$ cat config.mk
export PLATFORM = sky130hd
export DESIGN_NAME = spoke_wheel_pattern_generator_unit_flat
export DESIGN_NICKNAME = d
export VERILOG_FILES = /design/src/sv/swpg_pkg.sv /design/src/sv/swpg_req_if.sv /design/src/sv/swpg_res_if.sv /design/src/sv/swpg_prep.sv /design/src/sv/swpg_cell.sv /design/src/sv/swpg_mix.sv /design/src/sv/spoke_wheel_pattern_generator_unit.sv /design/src/flat_wrapper.sv
export SDC_FILE = /design/constraint.sdc
export NUM_CORES = 2
export LEC_CHECK = 0
export BUFFER_PORTS_ARGS = -buffer_cell sky130_fd_sc_hd__buf_2
export CELL_PAD_IN_SITES_DETAIL_PLACEMENT = 1
export CELL_PAD_IN_SITES_GLOBAL_PLACEMENT = 1
export CORE_MARGIN = 3
export CORE_UTILIZATION = 50
export CTS_CLUSTER_DIAMETER = 200
export CTS_CLUSTER_SIZE = 25
export DETAILED_ROUTE_END_ITERATION = 16
export MAX_ROUTING_LAYER = met4
export PLACE_DENSITY_LB_ADDON = 0.3
export SLEW_MARGIN = 20
export SYNTH_ARGS = -nofsm -noshare
export SYNTH_HDL_FRONTEND = slang
export SYNTH_SLANG_ARGS = --single-unit
$ cat constraint.sdc
create_clock -name clk -period 12.5 [get_ports clk]
set_clock_uncertainty 0.1 [all_clocks]
set_input_delay 0.625 -clock clk [delete_from_list [all_inputs] [get_ports clk]]
set_output_delay 0.625 -clock clk [all_outputs]
set_load 0.02 [all_outputs]
$ cat src/sv/swpg_pkg.sv
// package for the spoke wheel pattern generator
// field widths, register indexes, cordic turn table and shared types
// no dependencies
package swpg_pkg;

  localparam int ROW_W      = 10;
  localparam int COL_W      = 10;
  localparam int VAL_W      = 2;
  localparam int SIDE_W     = 11;
  localparam int SPOKE_W    = 8;
  localparam int PHASE_W    = 16;
  localparam int CFG_IDX_W  = 2;
  localparam int CFG_DATA_W = 16;
  localparam int ZW         = 32;
  localparam int FRAC_BITS  = 20;
  localparam int TAB_LEN    = 26;

  localparam logic [CFG_IDX_W-1:0] REG_IMAGE_SIDE   = 2'd0;
  localparam logic [CFG_IDX_W-1:0] REG_SPOKE_COUNT  = 2'd1;
  localparam logic [CFG_IDX_W-1:0] REG_PHASE_OFFSET = 2'd2;

  localparam logic [SIDE_W-1:0]  SIDE_RESET  = 11'd256;
  localparam logic [SPOKE_W-1:0] SPOKE_RESET = 8'd8;
  localparam logic [PHASE_W-1:0] PHASE_RESET = 16'd0;

  localparam logic [ZW-1:0] HALF_TURN = 32'h8000_0000;

  localparam logic [ZW-1:0] TURN_ATAN [TAB_LEN] = '{
    32'h20000000, 32'h12E4051E, 32'h09FB385B, 32'h051111D4, 32'h028B0D43,
    32'h0145D7E1, 32'h00A2F61E, 32'h00517C55, 32'h0028BE53, 32'h00145F2F,
    32'h000A2F98, 32'h000517CC, 32'h00028BE6, 32'h000145F3, 32'h0000A2FA,
    32'h0000517D, 32'h000028BE, 32'h0000145F, 32'h00000A30, 32'h00000518,
    32'h0000028C, 32'h00000146, 32'h000000A3, 32'h00000051, 32'h00000029,
    32'h00000014
  };

  typedef logic [ROW_W-1:0]          row_t;
  typedef logic [COL_W-1:0]          col_t;
  typedef logic signed [VAL_W-1:0]   pixel_value_t;

  localparam pixel_value_t VAL_POS  = 2'sb01;
  localparam pixel_value_t VAL_NEG  = 2'sb11;
  localparam pixel_value_t VAL_ZERO = 2'sb00;

  typedef struct packed {
    logic zero;
    logic neg;
  } swpg_flag_t;

endpackage

$ cat src/sv/swpg_req_if.sv
// request channel: pixel position
// depends on swpg_pkg
interface swpg_req_if;
  import swpg_pkg::*;

  logic valid;
  logic ready;
  row_t pixel_row;
  col_t pixel_col;

  modport source (output valid, output pixel_row, output pixel_col, input ready);
  modport sink   (input valid, input pixel_row, input pixel_col, output ready);

endinterface

$ cat src/sv/swpg_res_if.sv
// result channel: one pattern pixel
// depends on swpg_pkg
interface swpg_res_if;
  import swpg_pkg::*;

  logic         valid;
  logic         ready;
  pixel_value_t pixel_value;

  modport source (output valid, output pixel_value, input ready);
  modport sink   (input valid, input pixel_value, output ready);

endinterface

$ cat src/sv/swpg_prep.sv
// front stage: side clamp, mirror fold, centre offsets and half-turn pre-rotation
// depends on swpg_pkg
module swpg_prep #(
  parameter int MAX_SIDE = 1024,
  parameter int XY_W     = 34
) (
  input  logic                          clk,
  input  logic                          rst,
  input  logic                          in_vld,
  output logic                          in_rdy,
  input  swpg_pkg::row_t                row,
  input  swpg_pkg::col_t                col,
  input  logic [swpg_pkg::SIDE_W-1:0]   image_side,
  input  logic                          spoke_odd,
  output logic                          out_vld,
  input  logic                          out_rdy,
  output logic signed [XY_W-1:0]        x,
  output logic signed [XY_W-1:0]        y,
  output logic [swpg_pkg::ZW-1:0]       z,
  output swpg_pkg::swpg_flag_t          flag
);
  import swpg_pkg::*;

  localparam int NW   = $clog2(MAX_SIDE + 1);
  localparam int CMPW = (NW > SIDE_W) ? NW : SIDE_W;

  logic [CMPW-1:0]        side_ext, n, h, r, c, rd, cd;
  logic                   outside, mirror, centre;
  logic signed [CMPW:0]   xd, yd;
  logic signed [XY_W-1:0] xw, yw, x_next, y_next;
  logic [ZW-1:0]          z_next;
  swpg_flag_t             flag_next;

  always_comb begin
    side_ext = CMPW'(image_side);
    if (side_ext < CMPW'(2)) begin
      n = CMPW'(2);
    end else if (side_ext > CMPW'(MAX_SIDE)) begin
      n = CMPW'(MAX_SIDE);
    end else begin
      n = side_ext;
    end
    h = n >> 1;
    r = CMPW'(row);
    c = CMPW'(col);
    outside = (r >= n) || (c >= n) || (r == '0) || (c == '0);
    mirror  = (r > h) || (!n[0] && (r == h) && (c < h));
    rd = mirror ? (n - r) : r;
    cd = mirror ? (n - c) : c;
    xd = $signed({1'b0, rd}) - $signed({1'b0, h});
    yd = $signed({1'b0, cd}) - $signed({1'b0, h});
    centre = (xd == '0) && (yd == '0);
    flag_next.zero = outside || centre;
    flag_next.neg  = mirror && spoke_odd;
    xw = XY_W'(xd) <<< FRAC_BITS;
    yw = XY_W'(yd) <<< FRAC_BITS;
    if (xw < 0) begin
      x_next = -xw;
      y_next = -yw;
      z_next = HALF_TURN;
    end else begin
      x_next = xw;
      y_next = yw;
      z_next = '0;
    end
  end

  assign in_rdy = !out_vld || out_rdy;

  always_ff @(posedge clk) begin
    if (rst) begin
      out_vld <= 1'b0;
    end else if (in_rdy) begin
      out_vld <= in_vld;
    end
  end

  always_ff @(posedge clk) begin
    if (in_vld && in_rdy) begin
      x    <= x_next;
      y    <= y_next;
      z    <= z_next;
      flag <= flag_next;
    end
  end

  a_edge_zero : assert property (@(posedge clk) disable iff (rst)
    in_vld && in_rdy && ((row == '0) || (col == '0)) |=> out_vld && flag.zero)
    else $error("edge pixel not marked zero");

  a_x_folded : assert property (@(posedge clk) disable iff (rst)
    out_vld |-> !x[XY_W-1])
    else $error("x negative after half-turn fold");

  a_stall_hold : assert property (@(posedge clk) disable iff (rst)
    out_vld && !out_rdy |=> out_vld && $stable(z) && $stable(flag))
    else $error("front stage lost a stalled request");

endmodule

$ cat src/sv/swpg_cell.sv
// one cordic vectoring cell: rotates by +/- atan(2^-SHIFT) toward y = 0
// depends on swpg_pkg
module swpg_cell #(
  parameter int                       XY_W  = 34,
  parameter int                       SHIFT = 0,
  parameter logic [swpg_pkg::ZW-1:0]  ATAN  = '0
) (
  input  logic                        clk,
  input  logic                        rst,
  input  logic                        in_vld,
  output logic                        in_rdy,
  input  logic signed [XY_W-1:0]      x_in,
  input  logic signed [XY_W-1:0]      y_in,
  input  logic [swpg_pkg::ZW-1:0]     z_in,
  input  swpg_pkg::swpg_flag_t        flag_in,
  output logic                        out_vld,
  input  logic                        out_rdy,
  output logic signed [XY_W-1:0]      x,
  output logic signed [XY_W-1:0]      y,
  output logic [swpg_pkg::ZW-1:0]     z,
  output swpg_pkg::swpg_flag_t        flag
);
  import swpg_pkg::*;

  logic signed [XY_W-1:0] dx, dy, x_next, y_next;
  logic [ZW-1:0]          z_next;

  always_comb begin
    dx = y_in >>> SHIFT;
    dy = x_in >>> SHIFT;
    if (y_in > 0) begin
      x_next = x_in + dx;
      y_next = y_in - dy;
      z_next = z_in + ATAN;
    end else begin
      x_next = x_in - dx;
      y_next = y_in + dy;
      z_next = z_in - ATAN;
    end
  end

  assign in_rdy = !out_vld || out_rdy;

  always_ff @(posedge clk) begin
    if (rst) begin
      out_vld <= 1'b0;
    end else if (in_rdy) begin
      out_vld <= in_vld;
    end
  end

  always_ff @(posedge clk) begin
    if (in_vld && in_rdy) begin
      x    <= x_next;
      y    <= y_next;
      z    <= z_next;
      flag <= flag_in;
    end
  end

endmodule

$ cat src/sv/swpg_mix.sv
// spoke multiply with phase add, then sine sign and output register
// depends on swpg_pkg
module swpg_mix #(
  parameter int ANGLE_BITS = 16
) (
  input  logic                          clk,
  input  logic                          rst,
  input  logic                          in_vld,
  output logic                          in_rdy,
  input  logic [swpg_pkg::ZW-1:0]       z_in,
  input  swpg_pkg::swpg_flag_t          flag_in,
  input  logic [swpg_pkg::SPOKE_W-1:0]  spoke_count,
  input  logic [swpg_pkg::PHASE_W-1:0]  phase_offset,
  output logic                          out_vld,
  input  logic                          out_rdy,
  output swpg_pkg::pixel_value_t        pixel_value
);
  import swpg_pkg::*;

  localparam int PW = SPOKE_W + ANGLE_BITS;

  logic [ANGLE_BITS-1:0] theta, phase_s, a_next, a;
  logic [PW-1:0]         prod;
  logic                  a_vld, b_rdy, pos;
  swpg_flag_t            a_flag;
  pixel_value_t          value_next;

  generate
    if (ANGLE_BITS >= PHASE_W) begin : g_phase_up
      assign phase_s = ANGLE_BITS'(phase_offset) << (ANGLE_BITS - PHASE_W);
    end else begin : g_phase_down
      assign phase_s = phase_offset[PHASE_W-1 -: ANGLE_BITS];
    end
  endgenerate

  always_comb begin
    theta  = z_in[ZW-1 -: ANGLE_BITS];
    prod   = PW'(spoke_count) * PW'(theta);
    a_next = prod[ANGLE_BITS-1:0] + phase_s;
  end

  always_comb begin
    pos = (a != '0) && !a[ANGLE_BITS-1];
    if (a_flag.zero) begin
      value_next = VAL_ZERO;
    end else if (pos ^ a_flag.neg) begin
      value_next = VAL_POS;
    end else begin
      value_next = VAL_NEG;
    end
  end

  assign b_rdy  = !out_vld || out_rdy;
  assign in_rdy = !a_vld || b_rdy;

  always_ff @(posedge clk) begin
    if (rst) begin
      a_vld   <= 1'b0;
      out_vld <= 1'b0;
    end else begin
      if (in_rdy) begin
        a_vld <= in_vld;
      end
      if (b_rdy) begin
        out_vld <= a_vld;
      end
    end
  end

  always_ff @(posedge clk) begin
    if (in_vld && in_rdy) begin
      a      <= a_next;
      a_flag <= flag_in;
    end
    if (a_vld && b_rdy) begin
      pixel_value <= value_next;
    end
  end

endmodule

$ cat src/sv/spoke_wheel_pattern_generator_unit.sv
// top level of the spoke wheel pattern generator: config registers and the cell chain
// depends on swpg_pkg, swpg_req_if, swpg_res_if, swpg_prep, swpg_cell, swpg_mix
//
//   port   dir   payload                  handshake
//   req    in    pixel_row, pixel_col     valid / ready
//   res    out   pixel_value              valid / ready
//   cfg    in    cfg_index, cfg_wdata     cfg_wr_en, no back-pressure
//
// one pixel per clock sustained while res.ready holds; a pixel passes through the
// front stage, ANGLE_BITS + 2 cordic cells at most, multiply stage, output register
// synchronous reset clears valids and loads register defaults
// each stage moves on when the next one is empty or moving, so bubbles collapse
module spoke_wheel_pattern_generator_unit #(
  parameter int MAX_SIDE   = 1024,
  parameter int ANGLE_BITS = 16
) (
  input  logic                             clk,
  input  logic                             rst,
  input  logic                             cfg_wr_en,
  input  logic [swpg_pkg::CFG_IDX_W-1:0]   cfg_index,
  input  logic [swpg_pkg::CFG_DATA_W-1:0]  cfg_wdata,
  swpg_req_if.sink                         req,
  swpg_res_if.source                       res
);
  import swpg_pkg::*;

  localparam int NW     = $clog2(MAX_SIDE + 1);
  localparam int XY_W   = NW + 3 + FRAC_BITS;
  localparam int STAGES = (ANGLE_BITS + 2 > TAB_LEN) ? TAB_LEN : ANGLE_BITS + 2;

  logic [SIDE_W-1:0]  image_side;
  logic [SPOKE_W-1:0] spoke_count;
  logic [PHASE_W-1:0] phase_offset;

  logic                   vld [STAGES+1];
  logic                   rdy [STAGES+1];
  logic signed [XY_W-1:0] xs  [STAGES+1];
  logic signed [XY_W-1:0] ys  [STAGES+1];
  logic [ZW-1:0]          zs  [STAGES+1];
  swpg_flag_t             fl  [STAGES+1];

  always_ff @(posedge clk) begin
    if (rst) begin
      image_side   <= SIDE_RESET;
      spoke_count  <= SPOKE_RESET;
      phase_offset <= PHASE_RESET;
    end else if (cfg_wr_en) begin
      case (cfg_index)
        REG_IMAGE_SIDE:   image_side   <= cfg_wdata[SIDE_W-1:0];
        REG_SPOKE_COUNT:  spoke_count  <= cfg_wdata[SPOKE_W-1:0];
        REG_PHASE_OFFSET: phase_offset <= cfg_wdata[PHASE_W-1:0];
        default: ;
      endcase
    end
  end

  swpg_prep #(
    .MAX_SIDE (MAX_SIDE),
    .XY_W     (XY_W)
  ) u_prep (
    .clk        (clk),
    .rst        (rst),
    .in_vld     (req.valid),
    .in_rdy     (req.ready),
    .row        (req.pixel_row),
    .col        (req.pixel_col),
    .image_side (image_side),
    .spoke_odd  (spoke_count[0]),
    .out_vld    (vld[0]),
    .out_rdy    (rdy[0]),
    .x          (xs[0]),
    .y          (ys[0]),
    .z          (zs[0]),
    .flag       (fl[0])
  );

  generate
    for (genvar i = 0; i < STAGES; i++) begin : g_cell
      swpg_cell #(
        .XY_W  (XY_W),
        .SHIFT (i),
        .ATAN  (TURN_ATAN[i])
      ) u_cell (
        .clk     (clk),
        .rst     (rst),
        .in_vld  (vld[i]),
        .in_rdy  (rdy[i]),
        .x_in    (xs[i]),
        .y_in    (ys[i]),
        .z_in    (zs[i]),
        .flag_in (fl[i]),
        .out_vld (vld[i+1]),
        .out_rdy (rdy[i+1]),
        .x       (xs[i+1]),
        .y       (ys[i+1]),
        .z       (zs[i+1]),
        .flag    (fl[i+1])
      );
    end
  endgenerate

  swpg_mix #(
    .ANGLE_BITS (ANGLE_BITS)
  ) u_mix (
    .clk          (clk),
    .rst          (rst),
    .in_vld       (vld[STAGES]),
    .in_rdy       (rdy[STAGES]),
    .z_in         (zs[STAGES]),
    .flag_in      (fl[STAGES]),
    .spoke_count  (spoke_count),
    .phase_offset (phase_offset),
    .out_vld      (res.valid),
    .out_rdy      (res.ready),
    .pixel_value  (res.pixel_value)
  );

endmodule
$ cat src/flat_wrapper.sv
// flat-port wrapper written by rule: the top's interface ports become plain ports
module spoke_wheel_pattern_generator_unit_flat import swpg_pkg::*;
#(
  parameter int MAX_SIDE   = 1024,
  parameter int ANGLE_BITS = 16
)
  (clk, rst, cfg_wr_en, cfg_index, cfg_wdata, req_valid, req_pixel_row, req_pixel_col, req_ready, res_valid, res_pixel_value, res_ready);
  swpg_req_if req_i ();
  swpg_res_if res_i ();
  input  logic clk;
  input  logic rst;
  input  logic cfg_wr_en;
  input  logic [swpg_pkg::CFG_IDX_W-1:0] cfg_index;
  input  logic [swpg_pkg::CFG_DATA_W-1:0] cfg_wdata;
  input wire logic [$bits(req_i.valid)-1:0] req_valid;
  input wire logic [$bits(req_i.pixel_row)-1:0] req_pixel_row;
  input wire logic [$bits(req_i.pixel_col)-1:0] req_pixel_col;
  output wire logic [$bits(req_i.ready)-1:0] req_ready;
  output wire logic [$bits(res_i.valid)-1:0] res_valid;
  output wire logic [$bits(res_i.pixel_value)-1:0] res_pixel_value;
  input wire logic [$bits(res_i.ready)-1:0] res_ready;
  assign req_i.valid = req_valid;
  assign req_i.pixel_row = req_pixel_row;
  assign req_i.pixel_col = req_pixel_col;
  assign req_ready = req_i.ready;
  assign res_valid = res_i.valid;
  assign res_pixel_value = res_i.pixel_value;
  assign res_i.ready = res_ready;
  spoke_wheel_pattern_generator_unit #(.MAX_SIDE(MAX_SIDE), .ANGLE_BITS(ANGLE_BITS)) u_core (.clk(clk), .rst(rst), .cfg_wr_en(cfg_wr_en), .cfg_index(cfg_index), .cfg_wdata(cfg_wdata), .req(req_i), .res(res_i));
endmodule
==> results.txt <==
Hpwl dp: 296600 µm
Reg area: 46250 µm²
Port Buffers: 46
Req. time, crit path: 12.92 ns
Area share of the largest cell type after synthesis: 0.3524
Layout cells sized above 1: 0.02923
First-pass GRT wire length: 584300 µm
CTS Sinks: 1559
Cells after Synth: 13230
# setup viols final: 0
Htree depth: 3
Drc violations: 0
Slew HR: 0.3175
Die ar.: 262200 µm²
Layout fillers: 28470
CP Launch Type: register
Mapped Area: 128100 µm²
Crit-path slowest cell: a2111oi_0
Grt ovf: 0
Max IR drop VDD: 106.7 µV
TNS Setup: 0 ns
Multi-input gate area: 78970 µm²
Synth cell count leaders: edfxtp_1, ha_1, xnor2_1, a21oi_1, nor2_1
Outcome: completed
Die X-Extent: 512.1 µm
Worst hold path cell count: 4
Vias in the first global route: 107000
Max-Cap Viols: 0
Reg2Reg Capture Point: u_core.g_cell[13].u_cell.y[32]$_DFFE_PP_
Post-route ant nets: 0
Synth top area cells: edfxtp_1, ha_1, xnor2_1
Setup repair after global routing missed its margin: false
CTS tree: done
P&R area growth vs syn: 5.161%
Clk buf depth: 3
Synth cell types: 109
Post-layout minimum cycle time: 7.766 ns
Rows: 185
Origin of the critical flop-to-flop path: u_core.g_cell[12].u_cell.y[14]$_DFFE_PP_
Layout net count: 14870
Comb pwr share: 0.210
CP Class: register to register
Seq cells post-synth: 1559
Hold Violations, Final: 0
Mean Syn Cell Area: 9.678 µm²
Cell taking the most area after synthesis: edfxtp_1
Worst-path cell chain: or3_1 > or3_1 > nor2b_1 > and2_1 > and3_1 > nand4_1 > nor2b_2 > buf_4 > nand2_1 > o21ai_0 > fa_1 > a21o_1 > a21oi_1 > o21a_1 > o21ai_0 > a31oi_1 > o21a_1 > o21ai_1 > a2111oi_0 > o21ai_1 > a31o_2 > a21oi_1 > xnor2_1
Internal power: 8.028 mW
Final wirelength: 366800 µm
Pre-Repair DR Iteration Count: 5
Pin count of the biggest net entering global routing: 82
Worst-path fanout max: 40
Crit path DAT: 8.18 ns
FMAX: 128.8 MHz
Place WS: 4.899 ns
Switching share of power: 0.2914
Core ar.: 254400 µm²
Post-synth EDFFs: 1503
Power density cells: 84.13 nW/µm²
Sw Pwr: 3.302 mW
Initial antenna violation count: 3
Worst min-delay path class: primary input to register
Initial Util: 0.5034
Min-delay src: res_ready
Static Leak: 53.96 nW
CTS buffer count: 72
DIE HEIGHT: 512.1 µm
Gr usage total: 0.2799
Vias: 101800
Period utilization: 0.6213
Clk pwr share: 0.250
Reg power frac: 0.540
Critical path's largest stage delay: 0.85 ns
Routed wire per std cell: 22.04 µm
Io pins: 47
Number of vias per cell: 6.117
Ys Warns: 0
Delay-heaviest family, CP: compound AO/OA/AOI/OAI gates
Drt initial violations: 5790
Max-slew violations: 0
Asr flop ratio synth: 0
Clk_lat worst skew: 0.77 ns
RD Place Congestion: 0.9464
Reg clk slew, reported paths: 0.12 ns
Crit path buf inv count: 1
Reg2Reg Depth: 23
CP endpoint kind: register
Pin slew with the least headroom to its limit: 1.018 ns
Post-cts resize count: 0
Ys flop type: edfxtp_1
Reg2reg setup slack: 4.73 ns
Hold Path End: u_core.u_mix.out_vld$_SDFFE_PP0P_
Final worst slack: 4.734 ns
Sequential share of the synthesized area: 0.3612
Most common cell in the netlist: edfxtp_1
Clk root buf: clkbuf_16
## cell type report
cell class,instances,share of cell area
clock buffers,97,0.01439
multi-input cells,10850,0.5864
well taps,3366,0.03127
clock inverters,5,0.0004274
inverters,642,0.01793
repair buffers,116,0.006076
flip-flops and latches,1559,0.3435
diodes,1,0.00001858
## tightest hold or removal path, stage by stage
cell and delay [ns]:
buf_2 0.08, nor2b_1 0.07, nor2_1 0.10, nor2_1 0.04
## how the worst max path moves through the flow
stage | startpoint | end | slack, ns | depth (start not counted)
floorplan | res_ready | u_core.g_cell[11].u_cell.flag[0]$_DFFE_PP_ | 2.90 | 7
global placement | u_core.image_side[10]$_SDFFE_PP0P_ | u_core.u_prep.x[30]$_DFFE_PP_ | 5.00 | 26
detailed placement | u_core.g_cell[12].u_cell.y[14]$_DFFE_PP_ | u_core.g_cell[13].u_cell.y[32]$_DFFE_PP_ | 4.90 | 23
CTS | u_core.image_side[10]$_SDFFE_PP0P_ | u_core.u_prep.y[32]$_DFFE_PP_ | 4.87 | 27
global route | u_core.image_side[10]$_SDFFE_PP0P_ | u_core.u_prep.y[32]$_DFFE_PP_ | 4.08 | 27
finish | u_core.g_cell[12].u_cell.y[14]$_DFFE_PP_ | u_core.g_cell[13].u_cell.y[32]$_DFFE_PP_ | 4.73 | 23
## cell families (layout without fill, tap and decap cells)
| logic type | Yosys count | after routing | share of synthesized area |
|---|---|---|---|
| AO/OA/AOI/OAI | 3686 | 3686 | 0.1837 |
| XOR/XNOR | 1807 | 1807 | 0.1236 |
| adder cells (fa/ha/maj) | 1581 | 1581 | 0.1613 |
| buffers and inverters | 822 | 860 | 0.02435 |
| flip-flops | 1559 | 1559 | 0.3612 |
| multiplexers | 71 | 71 | 0.005901 |
| other | 1 | 4 | 0.00002928 |
| AND/OR/NAND/NOR | 3705 | 3705 | 0.1400 |
## flip-flops by register name, indices dropped and copies added, names as in the netlist, 8 cells and up
name / flops
u_core.u_prep.y: 14
u_core.phase_offset: 16
u_core.image_side: 11
u_core.g_cell.u_cell.flag: 36
u_core.spoke_count: 8
u_core.u_mix.a: 16
u_core.g_cell.u_cell.x: 443
u_core.u_prep.x: 14
u_core.g_cell.u_cell.z: 486
u_core.g_cell.u_cell.y: 487
u_core.g_cell.u_cell.out_vld: 18
## through the flow
step / instance area [µm²] / hold slack (ns) / power (mW) / util / instances
after detailed placement: 132500 / 0.3089 / 8.567 / 0.5209 / 16530
after CTS: 134600 / 0.0004091 / 11.41 / 0.5291 / 16640
after floorplan: 128100 / 0.3003 / 7.893 / - / 13230
after global placement: 132500 / 0.3015 / 8.476 / 0.5209 / 16530
final: 134700 / 0.07140 / 11.33 / 0.5294 / 16640
after global routing: 134700 / 0.06210 / 11.86 / 0.5294 / 16640
## repair_timing
item,in CTS,in global routing
setup buffers,0,0
endpoints found under the setup margin,0,0
endpoints found under the hold margin,8,0
hold buffers,8,0
## per-layer routing
metal | GRT usage | routed length, µm | up-vias
li1 | - | - | 48590
met1 | 0.3483 | 160600 | 50860
met3 | 0.01908 | 11960 | 547
met2 | 0.4918 | 184400 | 1771
met5 | - | 0 | -
met4 | 0.07575 | 9826 | 0
## cells in the final DEF, fill, tap and decap left out, drive strengths merged, types with 84 or more instances in the layout
cell    count
nor2     1141
nand2     829
nand3     222
fa        116
and3      120
ha       1465
o21a      195
or3       127
and2      120
edfxtp   1503
nand4      84
o21bai    195
o21ai     753
nand2b    214
o31ai     145
xnor2    1217
xor2      590
nor2b     183
a211oi     88
nor3      340
a21oi    1160
a31oi     106
nor4      128
clkbuf     97
buf       108
a21o      515
inv       636
## power by group through the flow
stage | clock network, mW | registers, mW | logic, mW
after global routing | 3.10 | 6.13 | 2.63
final | 2.83 | 6.12 | 2.38
after global placement | 0 | 6.23 | 2.25
after CTS | 2.93 | 6.12 | 2.37
after detailed placement | 0 | 6.23 | 2.33
after floorplan | 0 | 6.15 | 1.74
No activity file was read; power rests on OpenSTA's default activity.
